### config.mk
export PLATFORM = sky130hd
export DESIGN_NAME = byte_stuffed_frame_transmitter_core_flat
export DESIGN_NICKNAME = d
export VERILOG_FILES = /design/src/rtl/core/bsft_pkg.sv /design/src/rtl/core/bsft_in_if.sv /design/src/rtl/core/bsft_out_if.sv /design/src/rtl/core/byte_stuffed_frame_transmitter_core.sv /design/src/rtl/core/bsft_front.sv /design/src/rtl/core/bsft_queue.sv /design/src/rtl/core/bsft_back.sv /design/src/flat_wrapper.sv
export SDC_FILE = /design/constraint.sdc
export NUM_CORES = 1
export LEC_CHECK = 0
export BUFFER_PORTS_ARGS = -buffer_cell sky130_fd_sc_hd__buf_2
export CAP_MARGIN = 5
export CORE_MARGIN = 2
export CORE_UTILIZATION = 40
export DETAILED_ROUTE_END_ITERATION = 6
export PLACE_DENSITY_LB_ADDON = 0.2
export SLEW_MARGIN = 20
export SYNTH_ARGS = -nofsm -noshare
export SYNTH_HDL_FRONTEND = slang
export SYNTH_HIERARCHICAL = 1
export SYNTH_SLANG_ARGS = --single-unit
### constraint.sdc
create_clock -name clk -period 4.7 [get_ports clk]
set_clock_uncertainty 0.05 [all_clocks]
set_input_delay 0.47 -clock clk [delete_from_list [all_inputs] [get_ports clk]]
set_output_delay 0.47 -clock clk [all_outputs]
set_load 0.005 [all_outputs]
### src/rtl/core/bsft_pkg.sv
// ----------------------------------------------------------------------------
// bsft_pkg
// Shared constants, types and the CRC-16/X.25 byte update for the framer.
// ----------------------------------------------------------------------------
`default_nettype none

package bsft_pkg;

    localparam logic [7:0]  FLAG_BYTE = 8'h7E;
    localparam logic [7:0]  ESC_BYTE  = 8'h7D;
    localparam logic [7:0]  ESC_XOR   = 8'h20;
    localparam logic [15:0] CRC_POLY  = 16'h8408;
    localparam logic [15:0] CRC_INIT  = 16'hFFFF;

    // entries held between the front and the back
    localparam int QUEUE_DEPTH = 4;

    // one classified request: payload byte, end-of-frame mark, and the
    // complemented CRC that closes the frame (meaningful only when last)
    typedef struct packed {
        logic [7:0]  data_byte;
        logic        frame_last;
        logic [15:0] fcs;
    } entry_t;

    // reflected CRC, eight shifts per byte
    function automatic logic [15:0] crc_update(input logic [15:0] crc,
                                               input logic [7:0]  b);
        logic [15:0] c;
        c = crc ^ {8'h00, b};
        for (int k = 0; k < 8; k++)
        begin
            if (c[0])
                c = (c >> 1) ^ CRC_POLY;
            else
                c = c >> 1;
        end
        return c;
    endfunction

endpackage

`default_nettype wire

### src/rtl/core/bsft_in_if.sv
// ----------------------------------------------------------------------------
// bsft_in_if
// Payload byte channel: valid/ready handshake with byte and last mark.
// ----------------------------------------------------------------------------
`default_nettype none

interface bsft_in_if;
    logic       valid;
    logic       ready;
    logic [7:0] data_byte;
    logic       frame_last;

    modport source (output valid, output data_byte, output frame_last, input ready);
    modport sink   (input valid, input data_byte, input frame_last, output ready);
endinterface

`default_nettype wire

### src/rtl/core/bsft_out_if.sv
// ----------------------------------------------------------------------------
// bsft_out_if
// Line byte channel: valid/ready handshake with line byte and run end mark.
// ----------------------------------------------------------------------------
`default_nettype none

interface bsft_out_if;
    logic       valid;
    logic       ready;
    logic [7:0] line_byte;
    logic       run_last;

    modport source (output valid, output line_byte, output run_last, input ready);
    modport sink   (input valid, input line_byte, input run_last, output ready);
endinterface

`default_nettype wire

### src/rtl/core/byte_stuffed_frame_transmitter_core.sv
// After a payload request is accepted, its first line byte passes the entry queue
// register, then the output register.
// Throughput: one line byte per cycle from the output sequencer while the line is
// ready; a request yields 1 line byte (plain), 2 (escaped) or 4 to 7 (last, with CRC and flag).
// Payload requests are taken back to back while the entry queue has room.
// Reset: asynchronous, active low; queue empties, CRC returns to 0xFFFF.
// ----------------------------------------------------------------------------
// byte_stuffed_frame_transmitter_core
// Byte-stuffing framer with CRC-16/X.25 trailer and closing flag.
// ----------------------------------------------------------------------------
`default_nettype none

module byte_stuffed_frame_transmitter_core #(
    parameter int QUEUE_DEPTH = bsft_pkg::QUEUE_DEPTH
) (
    input  wire logic  clk,
    input  wire logic  rst_n,
    bsft_in_if.sink    payload,
    bsft_out_if.source line
);
    import bsft_pkg::*;

    entry_t push_entry;
    logic   push_valid;
    logic   push_ready;
    entry_t head;
    logic   head_valid;
    logic   pop;

    bsft_front u_front (
        .clk        (clk),
        .rst_n      (rst_n),
        .payload    (payload),
        .push_entry (push_entry),
        .push_valid (push_valid),
        .push_ready (push_ready)
    );

    bsft_queue #(
        .DEPTH (QUEUE_DEPTH)
    ) u_queue (
        .clk        (clk),
        .rst_n      (rst_n),
        .push_entry (push_entry),
        .push_valid (push_valid),
        .push_ready (push_ready),
        .head       (head),
        .head_valid (head_valid),
        .pop        (pop)
    );

    bsft_back u_back (
        .clk        (clk),
        .rst_n      (rst_n),
        .head       (head),
        .head_valid (head_valid),
        .pop        (pop),
        .line       (line)
    );

endmodule

`default_nettype wire

### src/rtl/core/bsft_front.sv
// ----------------------------------------------------------------------------
// bsft_front
// Accepts payload requests, runs the frame CRC and pushes classified entries.
// ----------------------------------------------------------------------------
`default_nettype none

module bsft_front (
    input  wire logic           clk,
    input  wire logic           rst_n,
    bsft_in_if.sink             payload,
    output bsft_pkg::entry_t    push_entry,
    output logic                push_valid,
    input  wire logic           push_ready
);
    import bsft_pkg::*;

    logic [15:0] crc_reg;
    logic [15:0] crc_next;
    logic [15:0] crc_upd;
    logic        accept;

    assign payload.ready = push_ready;
    assign push_valid    = payload.valid;
    assign accept        = payload.valid && push_ready;

    always_comb
    begin
        crc_upd               = crc_update(crc_reg, payload.data_byte);
        push_entry.data_byte  = payload.data_byte;
        push_entry.frame_last = payload.frame_last;
        push_entry.fcs        = ~crc_upd;
        crc_next              = crc_reg;
        if (accept)
            crc_next = payload.frame_last ? CRC_INIT : crc_upd;
    end

    always_ff @(posedge clk or negedge rst_n)
    begin
        if (!rst_n)
            crc_reg <= CRC_INIT;
        else
            crc_reg <= crc_next;
    end

endmodule

`default_nettype wire

### src/rtl/core/bsft_queue.sv
// ----------------------------------------------------------------------------
// bsft_queue
// Small register queue of classified entries between front and back.
// ----------------------------------------------------------------------------
`default_nettype none

module bsft_queue #(
    parameter int DEPTH = bsft_pkg::QUEUE_DEPTH
) (
    input  wire logic              clk,
    input  wire logic              rst_n,
    input  wire bsft_pkg::entry_t  push_entry,
    input  wire logic              push_valid,
    output logic                   push_ready,
    output bsft_pkg::entry_t       head,
    output logic                   head_valid,
    input  wire logic              pop
);
    import bsft_pkg::*;

    localparam int PW = (DEPTH > 1) ? $clog2(DEPTH) : 1;
    localparam int CW = $clog2(DEPTH + 1);
    localparam logic [PW-1:0] LAST_PTR = PW'(DEPTH - 1);

    entry_t          mem_reg [DEPTH];
    logic [PW-1:0]   wr_ptr_reg, wr_ptr_next;
    logic [PW-1:0]   rd_ptr_reg, rd_ptr_next;
    logic [CW-1:0]   count_reg,  count_next;
    logic            do_push, do_pop;

    assign push_ready = (count_reg != CW'(DEPTH));
    assign head_valid = (count_reg != '0);
    assign head       = mem_reg[rd_ptr_reg];
    assign do_push    = push_valid && push_ready;
    assign do_pop     = pop && head_valid;

    always_comb
    begin
        wr_ptr_next = wr_ptr_reg;
        rd_ptr_next = rd_ptr_reg;
        count_next  = count_reg;
        if (do_push)
            wr_ptr_next = (wr_ptr_reg == LAST_PTR) ? '0 : wr_ptr_reg + 1'b1;
        if (do_pop)
            rd_ptr_next = (rd_ptr_reg == LAST_PTR) ? '0 : rd_ptr_reg + 1'b1;
        if (do_push && !do_pop)
            count_next = count_reg + 1'b1;
        else if (do_pop && !do_push)
            count_next = count_reg - 1'b1;
    end

    always_ff @(posedge clk or negedge rst_n)
    begin
        if (!rst_n)
        begin
            wr_ptr_reg <= '0;
            rd_ptr_reg <= '0;
            count_reg  <= '0;
        end
        else
        begin
            wr_ptr_reg <= wr_ptr_next;
            rd_ptr_reg <= rd_ptr_next;
            count_reg  <= count_next;
        end
    end

    always_ff @(posedge clk)
    begin
        if (do_push)
            mem_reg[wr_ptr_reg] <= push_entry;
    end

endmodule

`default_nettype wire

### src/rtl/core/bsft_back.sv
// ----------------------------------------------------------------------------
// bsft_back
// Sequences each entry into stuffed line bytes, CRC trailer and closing flag.
// ----------------------------------------------------------------------------
`default_nettype none

module bsft_back (
    input  wire logic              clk,
    input  wire logic              rst_n,
    input  wire bsft_pkg::entry_t  head,
    input  wire logic              head_valid,
    output logic                   pop,
    bsft_out_if.source             line
);
    import bsft_pkg::*;

    typedef enum logic [1:0] {
        PH_DATA,
        PH_CRC_LO,
        PH_CRC_HI,
        PH_FLAG
    } phase_t;

    phase_t      phase_reg, phase_next;
    logic        esc_reg, esc_next;
    logic        busy_reg;
    entry_t      cur_reg;
    logic        valid_reg;
    logic [7:0]  byte_reg;
    logic        last_reg;

    entry_t      act;
    logic        act_valid;
    logic        step;
    logic [7:0]  sel_byte;
    logic [7:0]  emit_byte;
    logic        special;
    logic        done;

    assign act       = busy_reg ? cur_reg : head;
    assign act_valid = busy_reg || head_valid;
    assign step      = act_valid && (!valid_reg || line.ready);
    // head is consumed the first time the back works on it
    assign pop       = step && !busy_reg;

    assign line.valid     = valid_reg;
    assign line.line_byte = byte_reg;
    assign line.run_last  = last_reg;

    always_comb
    begin
        unique case (phase_reg)
            PH_DATA:   sel_byte = act.data_byte;
            PH_CRC_LO: sel_byte = act.fcs[7:0];
            PH_CRC_HI: sel_byte = act.fcs[15:8];
            PH_FLAG:   sel_byte = FLAG_BYTE;
            default:   sel_byte = FLAG_BYTE;
        endcase

        // the closing flag itself is never escaped
        special = ((sel_byte == FLAG_BYTE) || (sel_byte == ESC_BYTE)) &&
                  (phase_reg != PH_FLAG);

        if (esc_reg)
            emit_byte = sel_byte ^ ESC_XOR;
        else if (special)
            emit_byte = ESC_BYTE;
        else
            emit_byte = sel_byte;

        done       = 1'b0;
        esc_next   = 1'b0;
        phase_next = phase_reg;
        if (!esc_reg && special)
            esc_next = 1'b1;
        else
        begin
            unique case (phase_reg)
                PH_DATA:
                begin
                    if (act.frame_last)
                        phase_next = PH_CRC_LO;
                    else
                    begin
                        done       = 1'b1;
                        phase_next = PH_DATA;
                    end
                end
                PH_CRC_LO: phase_next = PH_CRC_HI;
                PH_CRC_HI: phase_next = PH_FLAG;
                PH_FLAG:
                begin
                    done       = 1'b1;
                    phase_next = PH_DATA;
                end
                default:
                begin
                    done       = 1'b1;
                    phase_next = PH_DATA;
                end
            endcase
        end
    end

    always_ff @(posedge clk or negedge rst_n)
    begin
        if (!rst_n)
        begin
            phase_reg <= PH_DATA;
            esc_reg   <= 1'b0;
            busy_reg  <= 1'b0;
            valid_reg <= 1'b0;
        end
        else
        begin
            if (step)
            begin
                phase_reg <= phase_next;
                esc_reg   <= esc_next;
                busy_reg  <= !done;
                valid_reg <= 1'b1;
                byte_reg  <= emit_byte;
                last_reg  <= done;
                if (!busy_reg)
                    cur_reg <= head;
            end
            else if (line.ready)
                valid_reg <= 1'b0;
        end
    end

endmodule

`default_nettype wire
### src/flat_wrapper.sv
// flat-port wrapper written by rule: the top's interface ports become plain ports
module byte_stuffed_frame_transmitter_core_flat import bsft_pkg::*;
#(
    parameter int QUEUE_DEPTH = bsft_pkg::QUEUE_DEPTH
)
  (clk, rst_n, payload_valid, payload_data_byte, payload_frame_last, payload_ready, line_valid, line_line_byte, line_run_last, line_ready);
  bsft_in_if payload_i ();
  bsft_out_if line_i ();
  input  wire logic clk;
  input  wire logic rst_n;
  input wire logic [$bits(payload_i.valid)-1:0] payload_valid;
  input wire logic [$bits(payload_i.data_byte)-1:0] payload_data_byte;
  input wire logic [$bits(payload_i.frame_last)-1:0] payload_frame_last;
  output wire logic [$bits(payload_i.ready)-1:0] payload_ready;
  output wire logic [$bits(line_i.valid)-1:0] line_valid;
  output wire logic [$bits(line_i.line_byte)-1:0] line_line_byte;
  output wire logic [$bits(line_i.run_last)-1:0] line_run_last;
  input wire logic [$bits(line_i.ready)-1:0] line_ready;
  assign payload_i.valid = payload_valid;
  assign payload_i.data_byte = payload_data_byte;
  assign payload_i.frame_last = payload_frame_last;
  assign payload_ready = payload_i.ready;
  assign line_valid = line_i.valid;
  assign line_line_byte = line_i.line_byte;
  assign line_run_last = line_i.run_last;
  assign line_i.ready = line_ready;
  byte_stuffed_frame_transmitter_core #(.QUEUE_DEPTH(QUEUE_DEPTH)) u_core (.clk(clk), .rst_n(rst_n), .payload(payload_i), .line(line_i));
endmodule
==> flow_metrics.py <==
metrics = {
    "cells_and_area": {
        "fin_util": 0.4558,
        "antenna_cells": 0,
        "fillCellCount": 1509,
        "areaGrowthSynthToFinish_pct": 11.48,
        "layout.cells.non_filler": 647,
        "final_cell_mix": "edfxtp_1, mux4_2, buf_2, nor2_1, inv_1",
        "largest_reg_flops": 100,
        "mostFrequentLayoutCell": "edfxtp_1",
        "num-nets-final": 433,
        "drive_gt1_frac": 0.3341,
    },
    "pwr": {
        "switching_share": 0.3166,
        "power.leakage_nw": 2.867,
        "p_seq_frac": 0.428,
        "peakVddDrop_v": 0.0003350,
        "power.density_nw_per_um2": 752.6,
        "p_sw_mw": 1.878,
        "p_int_mw": 4.055,
        "clock_power_share": 0.223,
        "power_frac_comb": 0.348,
    },
    "setup_path": {
        "end_kind": "register",
        "worstPathCellList": "buf_4 -> mux4_2 -> mux2_2 -> a221o_1 -> a211oi_2 -> o2111ai_2 -> nand2b_2 -> mux2_4",
        "crit_path_start_kind": "register",
        "arrival_ps": 3560,
        "worst-setup-path-type": "reg2reg",
        "slowest_delay_ps": 870,
        "slowest_stage": "dfrtp_1",
        "worstPathRequired_ps": 4960,
        "path_max_fanout": 18,
    },
    "clock_network": {
        "cts_tree": "done",
        "clock_latency_ps": 420,
        "clock_sinks": 162,
        "ctsHtreeMaxLevel": 4,
        "cts_buffers": 17,
        "path_clk_slew_ps": 60,
        "cts_resized": 0,
        "cts.path.max_buffers": 2,
        "cts-root-buf": "clkbuf_16",
        "cts_setup_buffers": 0,
        "hold_buffers": 0,
    },
    "grt": {
        "grt_pass1_wl_um": 20420,
        "antenna_found_initial": 0,
        "grt.total_usage": 0.1535,
        "grt_overflow": 0,
        "grt_pass1_vias": 3448,
        "grt_max_degree": 35,
    },
    "die": {
        "ioPinCount": 24,
        "core-area_um2": 17300,
        "fp.dieH_um": 137.0,
        "num_rows": 48,
        "start_util": 0.4089,
        "chipWidth_um": 137.0,
        "dieArea_um2": 18760,
    },
    "route": {
        "drt_first_pass_iters": 4,
        "met2WireLength_um": 5919,
        "drt-met1-wl_um": 6251,
        "antenna_left": 0,
        "drc": 0,
        "drt-total-wl_um": 12950,
        "met3_wirelength_um": 628,
        "wl_per_cell_um": 20.02,
        "dr.first_iter.drc_count": 256,
        "routed-via-count": 3304,
        "highest_layer": "met4",
        "detail_route.vias_per_cell": 5.107,
    },
    "flow_run": {
        "drv_cap": 0,
    },
    "place": {
        "dpl.hpwl_um": 8474,
        "numPortBuffers": 23,
        "pre_cts_slack_ps": 1371,
        "dp_cells": 615,
        "globalplace.congestion": 0.7206,
    },
    "yosys": {
        "synth_nets": 415,
        "synth_edf_count": 134,
        "ys_types": 53,
        "synth_cells": 391,
        "syn_avg_cell_area_um2": 18.09,
        "ys.flop_type": "edfxtp_1",
        "ys_seq_area_frac": 0.6709,
        "syn_area_um2": 7072,
        "synthArstFlopShare": 0.1728,
        "ys_warn_count": 6,
        "yosys_register_bits": 162,
    },
    "sta": {
        "rsz0062_at_grt": "false",
        "finalSetupViolations": 0,
        "final.min_clock_period_ps": 3308,
        "hold_viol_final": 0,
        "drv_slew": 0,
        "max_slew.worst_pin.slew_ps": 970.3,
        "max_clock_freq_mhz": 302.3,
        "final.setup.tns_ps": 0,
        "fin_crit_sh": 0.7039,
        "relSlewSlack": 0.3516,
        "setup_slack_ps": 1392,
    },
    "worst_hold_path": {
        "hold_class": "in2async",
    },
    "run_status": {
        "status": "completed",
    },
}
[cells by family after synthesis]
kind of cell    synth area share
fa+ha+maj                0.02052
mux                       0.1354
simple gates             0.03733
buf+inv                  0.03574
compound gates           0.04016
flops                     0.6709
xor+xnor                 0.05998
[layout make-up]
class | count | area [um2] | share of cell area
Timing Repair Buffer | 26 | 137.6 | 0.01746
Clock buffer | 18 | 429.2 | 0.05444
Multi-Input combinational cell | 184 | 2082 | 0.2641
Sequential cell | 162 | 4746 | 0.6020
Inverter | 18 | 67.56 | 0.008570
Tap cell | 225 | 281.5 | 0.03571
Clock inverter | 14 | 140.1 | 0.01777
[power by group through the flow]
stage | combinational, mW | clock [mW] | sequential [mW]
2_1_floorplan | 1.66 | 0 | 2.45
3_3_place_gp | 2.05 | 0 | 2.56
3_5_place_dp | 2.08 | 0 | 2.58
4_1_cts | 2.09 | 1.35 | 2.55
5_1_grt | 2.27 | 1.42 | 2.60
6_report | 2.07 | 1.33 | 2.54
[worst paths after layout]
kind | start | endpoint | slack [ps] | depth (start not counted)
worst max-delay path | u_core/u_queue/rd_ptr_reg[1] | u_core/u_back/phase_reg[1] | 1390 | 8
worst min-delay path | rst_n | u_core/u_back/phase_reg[1] | 90 | 1
worst max register to register | u_core/u_queue/rd_ptr_reg[1] | u_core/u_back/phase_reg[1] | 1390 | 8
worst min register to register | u_core/u_queue/count_reg[2] | u_core/u_queue/count_reg[2] | 430 | 1
max in group asynchronous | rst_n | u_core/u_queue/rd_ptr_reg[0] | 3940 | 1
min in group clk | payload_data_byte[7] | u_core/u_queue/mem_reg[2][24] | 260 | 1
[worst max-delay path, delay by kind of cell, from the launching register on]
family                 cells  cell delay, ps
buffers and inverters      1             340
AOI/OAI and AO/OA          3             870
muxes                      3             890
and+or+nand+nor            1             160
DFF                        1             870
[metrics by stage]
| step | total power [mW] | cell area (um2) | hold WS [ps] |
|---|---|---|---|
| after global routing | 6.288 | 7884 | 127.5 |
| final | 5.934 | 7884 | 90.18 |
| after detailed placement | 4.660 | 7315 | 418.3 |
| after floorplan | 4.107 | 7072 | 124.4 |
| after global placement | 4.604 | 7315 | 416.6 |
| after CTS | 5.994 | 7884 | 119.3 |
[synth_stat cells, drive strengths merged (4+ instances only)]
cell	instances	share of area
dfrtp	12	0.042
dfstp	16	0.059
xnor2	10	0.019
and3	4	0.0042
a21oi	16	0.012
nand2	6	0.0032
xnor3	8	0.026
xor2	9	0.012
mux2i	6	0.0085
edfxtp	134	0.57
clkbuf	7	0.0037
ha	10	0.018
nor2	23	0.012
a221oi	6	0.0083
inv	18	0.0096
mux2	26	0.047
o22a	5	0.0062
and2	4	0.0042
mux4	25	0.080
buf	20	0.022
[metal layers]
layer | vias to the layer above | GRT usage
li1 | 1520 | -
met1 | 1707 | 0.2227
met2 | 67 | 0.2242
met3 | 10 | 0.03889
met4 | 0 | 0.05498
met5 | - | 0
Power figures use the tool's default switching activity.
